`src/hdl/tbpf_pkg.sv`:
```
package tbpf_pkg;

  localparam int VRAM_DEPTH = 8192;
  localparam int VRAM_AW    = 13;
  localparam int BYTE_W     = 8;

  // Two-entry queues between the front, the back and the result port.
  localparam int QDEPTH = 2;
  localparam int QPTR_W = 1;
  localparam int QCNT_W = 2;

  localparam logic [QCNT_W-1:0] QFULL_CNT = QCNT_W'(QDEPTH);

  localparam logic KIND_WRITE = 1'b0;
  localparam logic KIND_FETCH = 1'b1;

  localparam logic [2:0] REG_SCROLL_X = 3'd0;
  localparam logic [2:0] REG_SCROLL_Y = 3'd1;
  localparam logic [2:0] REG_MAP_SEL  = 3'd2;
  localparam logic [2:0] REG_TILE_MODE = 3'd3;
  localparam logic [2:0] REG_PALETTE  = 3'd4;

  localparam logic [7:0] PALETTE_RESET = 8'd252;

  // Both tile maps sit in the top quarter of video memory (0x1800, 0x1C00).
  localparam logic [1:0] MAP_REGION = 2'b11;

  typedef struct packed {
    logic        kind;
    logic [12:0] mem_address;
    logic [7:0]  mem_data;
    logic [7:0]  pixel_x;
    logic [7:0]  pixel_y;
  } in_word_t;

  typedef struct packed {
    logic [1:0] shade;
    logic [1:0] color_index;
  } out_word_t;

  typedef struct packed {
    logic [7:0] scroll_x;
    logic [7:0] scroll_y;
    logic       bg_map_select;
    logic       tile_data_mode;
    logic [7:0] bg_palette;
  } cfg_t;

  // Classified command handed from the front to the back.
  typedef struct packed {
    logic               is_fetch;
    logic [VRAM_AW-1:0] addr;
    logic [BYTE_W-1:0]  data;
    logic [2:0]         row;
    logic [2:0]         col;
  } cmd_t;

  // Address of the low plane byte of one tile row. In signed mode indices
  // below 128 live in the upper 4 KiB block; the OR stands in for the add
  // because index*16 + row*2 never reaches bit 12.
  function automatic logic [VRAM_AW-1:0] tile_row_addr(
    input logic [7:0] idx,
    input logic       signed_mode,
    input logic [2:0] row
  );
    logic upper;
    upper = signed_mode & ~idx[7];
    return {upper, idx, row, 1'b0};
  endfunction

endpackage

```
`src/hdl/tbpf_front.sv`:
```
module tbpf_front import tbpf_pkg::*; (
  input  logic     clk,
  input  logic     rst_n,
  input  cfg_t     cfg,
  input  logic     push,
  output logic     full,
  input  in_word_t in_word,
  output logic     cmd_valid,
  output cmd_t     cmd,
  input  logic     cmd_pop
);

  cmd_t              q_mem_r [QDEPTH];
  logic [QPTR_W-1:0] wr_ptr_r, wr_ptr_nxt;
  logic [QPTR_W-1:0] rd_ptr_r, rd_ptr_nxt;
  logic [QCNT_W-1:0] cnt_r, cnt_nxt;
  logic              do_push, do_pop;
  logic [7:0]        bx, by;
  cmd_t              new_cmd;

  assign full      = (cnt_r == QFULL_CNT);
  assign cmd_valid = (cnt_r != '0);
  assign cmd       = q_mem_r[rd_ptr_r];
  assign do_push   = push && !full;
  assign do_pop    = cmd_pop && cmd_valid;

  // Scroll is applied here; the user keeps configuration steady while any word is inside (not enforced).
  assign bx = in_word.pixel_x + cfg.scroll_x;
  assign by = in_word.pixel_y + cfg.scroll_y;

  always_comb begin
    new_cmd          = '0;
    new_cmd.is_fetch = (in_word.kind == KIND_FETCH);
    if (in_word.kind == KIND_FETCH) begin
      new_cmd.addr = {MAP_REGION, cfg.bg_map_select, by[7:3], bx[7:3]};
      new_cmd.row  = by[2:0];
      new_cmd.col  = bx[2:0];
    end else begin
      new_cmd.addr = in_word.mem_address;
      new_cmd.data = in_word.mem_data;
    end
  end

  always_comb begin
    wr_ptr_nxt = wr_ptr_r + QPTR_W'(do_push);
    rd_ptr_nxt = rd_ptr_r + QPTR_W'(do_pop);
    cnt_nxt    = cnt_r + QCNT_W'(do_push) - QCNT_W'(do_pop);
  end

  always_ff @(posedge clk) begin
    if (!rst_n) begin
      wr_ptr_r <= '0;
      rd_ptr_r <= '0;
      cnt_r    <= '0;
    end else begin
      wr_ptr_r <= wr_ptr_nxt;
      rd_ptr_r <= rd_ptr_nxt;
      cnt_r    <= cnt_nxt;
    end
  end

  always_ff @(posedge clk) begin
    if (do_push) begin
      q_mem_r[wr_ptr_r] <= new_cmd;
    end
  end

endmodule

```
`config.mk`:
```
export PLATFORM = sky130hd
export DESIGN_NAME = tbpf_front
export DESIGN_NICKNAME = d
export VERILOG_FILES = /design/src/hdl/tbpf_pkg.sv /design/src/hdl/tbpf_front.sv
export SDC_FILE = /design/constraint.sdc
export NUM_CORES = 1
export LEC_CHECK = 0
export BUFFER_PORTS_ARGS = -buffer_cell sky130_fd_sc_hd__buf_2
export CAP_MARGIN = 30
export CORE_MARGIN = 4
export CORE_UTILIZATION = 35
export CTS_BUF_LIST = sky130_fd_sc_hd__clkbuf_2
export DETAILED_ROUTE_END_ITERATION = 8
export PLACE_DENSITY = 0.64
export SKIP_LAST_GASP = 1
export SLEW_MARGIN = 10
export SYNTH_ARGS = -nofsm -noshare
export SYNTH_HDL_FRONTEND = slang
export SYNTH_SLANG_ARGS = --single-unit
```
`constraint.sdc`:
```
create_clock -name clk -period 4.2 [get_ports clk]
set_clock_uncertainty 0.1 [all_clocks]
set_input_delay 0.42 -clock clk [delete_from_list [all_inputs] [get_ports clk]]
set_output_delay 0.42 -clock clk [all_outputs]
set_load 0.02 [all_outputs]
```
Word-level counts from Yosys, hierarchy flattened
Memories as Yosys holds them, arrays and structs flattened. A register that Yosys moved wholly into a read port is not among the register bits.
Cells that the tools add are included.
{"block": "op_classes", "addsub": 6, "n_eq_ne": 1, "muxes": 6, "n_reduce_logical": 4}
{"op": "adder 8 bit", "n": 2}
{"op": "2-to-1 mux 13 bit", "n": 1}
{"op": "2-to-1 mux 8 bit", "n": 1}
{"op": "2-to-1 mux 6 bit", "n": 1}
{"op": "2-to-1 mux 1 bit", "n": 3}
{"op": "adder 1 bit", "n": 2}
{"op": "adder 2 x 1 -> 2 bit", "n": 1}
{"op": "equality test 2 bit, second input constant", "n": 1}
{"op": "logical AND 1 bit", "n": 2}
{"op": "nonzero test 2 bit", "n": 1}
{"op": "subtractor 2 x 1 -> 2 bit", "n": 1}
{"op": "zero test 1 bit", "n": 1}
{"block": "word_totals", "ff_bits": 4, "ram_bits": 56, "out_inout_bits": 30, "mem_count": 1}
{"name": "q_mem_r", "words": 2, "word_bits": 28, "rd": 1, "rd_ports_with_merged_regs": 1, "wr": 1, "line_no": "tbpf_front.sv:13", "text": "cmd_t q_mem_r [QDEPTH];"}

Longest topological paths before layout
{"block": "depth", "ltp_word": 5, "ltp_mapped": 8, "depth_no_buf": 8}

Worst setup path after synthesis
OpenSTA, ideal clock, no wires.
{"block": "synth_path", "path_kind": "input to register", "from": "in cfg[18] in the netlist's numbering", "to": "mem q_mem_r[0][17] in the netlist's numbering (data pin)", "setup_ns": 0.275, "arrival_time_ns": 1.622, "required_ns": 3.825, "setup_slack_ns": 2.203, "stages": 6, "n_path_buf": 0, "cell_sequence": "ha_1 fa_1 a211oi_1 o21bai_1 nand4_1 o211ai_1"}
{"item": "start, declared", "line_no": "tbpf_front.sv:4", "text": "input cfg_t cfg,"}
{"item": "end, declared", "line_no": "tbpf_front.sv:13"}

==> impl_metrics.ini <==
[synthesis]
synthArstFlopShare_pct = 0
seq_area_frac_synth_pct = 56.40
synth.avg_cell_area_um2 = 13.62
synth_flop_cell = edfxtp_1
synth_nets = 320
synth_warnings = 0
ys_seq_elements = 61
syn_area_mm2 = 0.003159
postSynthCellCount = 232
synthDistinctLibCells = 41
synth_edf_count = 56

[setup_path]
path_delay_family = buffers and inverters
cp-start-kind = flip-flop
cpMaxStageDelayCell = mux2_2
worstSetupPathType = reg2out
endpoint_kind = output port
arrival_ns = 1.72
reg2reg_slack_ns = 2.17
critical_path.max_stage_delay_ns = 0.39
crit_path_cell_trace = buf_4 > mux2_2 > buf_2
critPathMaxFanout = 28
crit_buf_inv = 2
worstPathRequired_ns = 3.68

[global_route]
grt_pass1_wl_mm = 10.43
grt_util_all_layers_pct = 12.86
grt_antenna_before_repair = 0
grt_overflow = 0
grt_pass1_vias = 2225
grt_max_degree = 37

[worst_hold_path]
hp-class = in2reg

[sta]
setup_viol = 0
fin_ws_ns = 1.957
rsz0062_at_grt = false
clock.fmax_mhz = 445.7
min_period_ns = 2.243
period_share_pct = 53.42
slew_viol_final = 0
finalHoldViolCount = 0
max_slew_margin_pct = 56.11
worst_pin_slew_ns = 0.6583
final.setup.tns_ns = 0

[clocking]
cts_tree = built
cts_sinks = 61
post_cts_buffers = 0
numCtsBuffers = 9
clk_latency_ns = 0.48
cts_hold_buf = 0
htreeDepth = 3
clkTransAtPathRegs_ns = 0.19
cts_root_buf = clkbuf_2
cts_buffer_depth = 2
post_cts_resized = 0

[finish]
final_cells = 439
area_growth_pct = 20.08
multi_input_area_mm2 = 0.001304
drive_above_1_share_pct = 42.60
fillCellCount = 835
regArea_mm2 = 0.001782
n_antenna_cell = 0
layout_common_cells = buf_2 (88), edfxtp_1 (56), mux2_2 (29)
final_util_pct = 43.29
final_common_cell = buf_2
final_nets = 414

[place]
dp_hpwl_mm = 4.671
dp_worst_setup_slack_ns = 1.968
port_buffers = 88
gp_congestion = 0.7925
dp.cells = 423

[drt]
vias = 2160
drc = 0
wl_mm = 6.472
drtIter0Drc = 54
routed_via_density = 4.920
drt-wirelength-per-cell_um = 14.74
dr.pass1.iters = 4
ant_nets = 0

[die]
dieArea_mm2 = 0.01061
rows = 34
die_w_um = 103.0
pin_count = 98
core_mm2 = 0.008763
fp.dieH_um = 103.0
start_util_pct = 36.05

[pwr]
p_per_area_mw_per_mm2 = 457.9
finalPower_mw = 1.737
vdd_drop_max_mv = 0.1278
p_leak_nw = 1.519

[run]
maxCapViolations = 0

[outcome]
status = finished clean
==> stage by stage <==
| stage | area, µm² | hold WS [ns] |
|---|---|---|
| after floorplan | 3159 | 0.4042 |
| after global placement | 3714 | 0.4192 |
| after detailed placement | 3714 | 0.4323 |
| after CTS | 3794 | 0.03725 |
| after global routing | 3794 | 0.03535 |
| final | 3794 | 0.07782 |
==> sequential cells by signal, summed over array words and instances (netlist names), named ones only <==
| name | count |
|---|---|
| cnt_r | 2 |
| rd_ptr_r | 1 |
| q_mem_r | 56 |
| wr_ptr_r | 1 |
==> synthesized netlist by cell type, types with 4 or more instances <==
cell	number	area (µm²)
o21bai_1	6	45.04
xnor2_1	7	61.31
o31ai_1	5	37.54
buf_2	4	20.02
nor2b_1	11	68.82
mux2_2	29	326.6
edfxtp_1	56	1682
dfxtp_1	5	100.1
nand2_1	8	30.03
ha_1	18	225.2
inv_1	7	26.28
and2_1	7	43.79
a211oi_1	7	52.55
o21ai_0	6	30.03
o2bb2ai_1	4	35.03
a21oi_1	5	25.02
==> layout make-up <==
type,count,share of cell area [%]
clock buffers,10,1.319
flip-flops and latches,61,46.97
repair buffers,91,12.20
multi-input cells,155,34.37
well taps,108,3.562
inverters,8,0.7916
clock inverters,6,0.7916
==> report_power, final <==
part	internal (mW)	leakage, nW	switching, mW
sequential	0.786	0.570	0.0242
combinational	0.269	0.893	0.377
clock	0.0735	0.0565	0.208
total	1.13	1.52	0.609
==> metal layers <==
metal | part of all wire [%] | track usage [%] | up-vias
li1 | - | - | 1085
met5 | 0 | 0 | -
met2 | 47 | 21.07 | 71
met4 | 1.6 | 6.574 | 0
met1 | 45 | 15.62 | 996
met3 | 6.3 | 3.315 | 8
==> cell families (layout without fill, tap and decap cells) <==
family	after synthesis	after routing	share of synthesized area [%]
DFF	61	61	56.40
and+or+nand+nor	50	50	9.426
AOI/OAI and AO/OA	49	49	11.17
muxes	29	29	10.34
adders and majority gates	20	20	8.396
buffers and inverters	16	115	2.337
xor gates and xnor gates	7	7	1.941
==> worst paths after layout <==
kind	start	endpoint	cells past startpoint
max	flip-flop	cmd[17]	3
min	rst_n	cnt_r[0]	2
max reg2reg	cnt_r[0]	q_mem_r[1][11]	5
min reg2reg	rd_ptr_r	rd_ptr_r	2
Note: power is estimated with default switching activity, not from simulation.
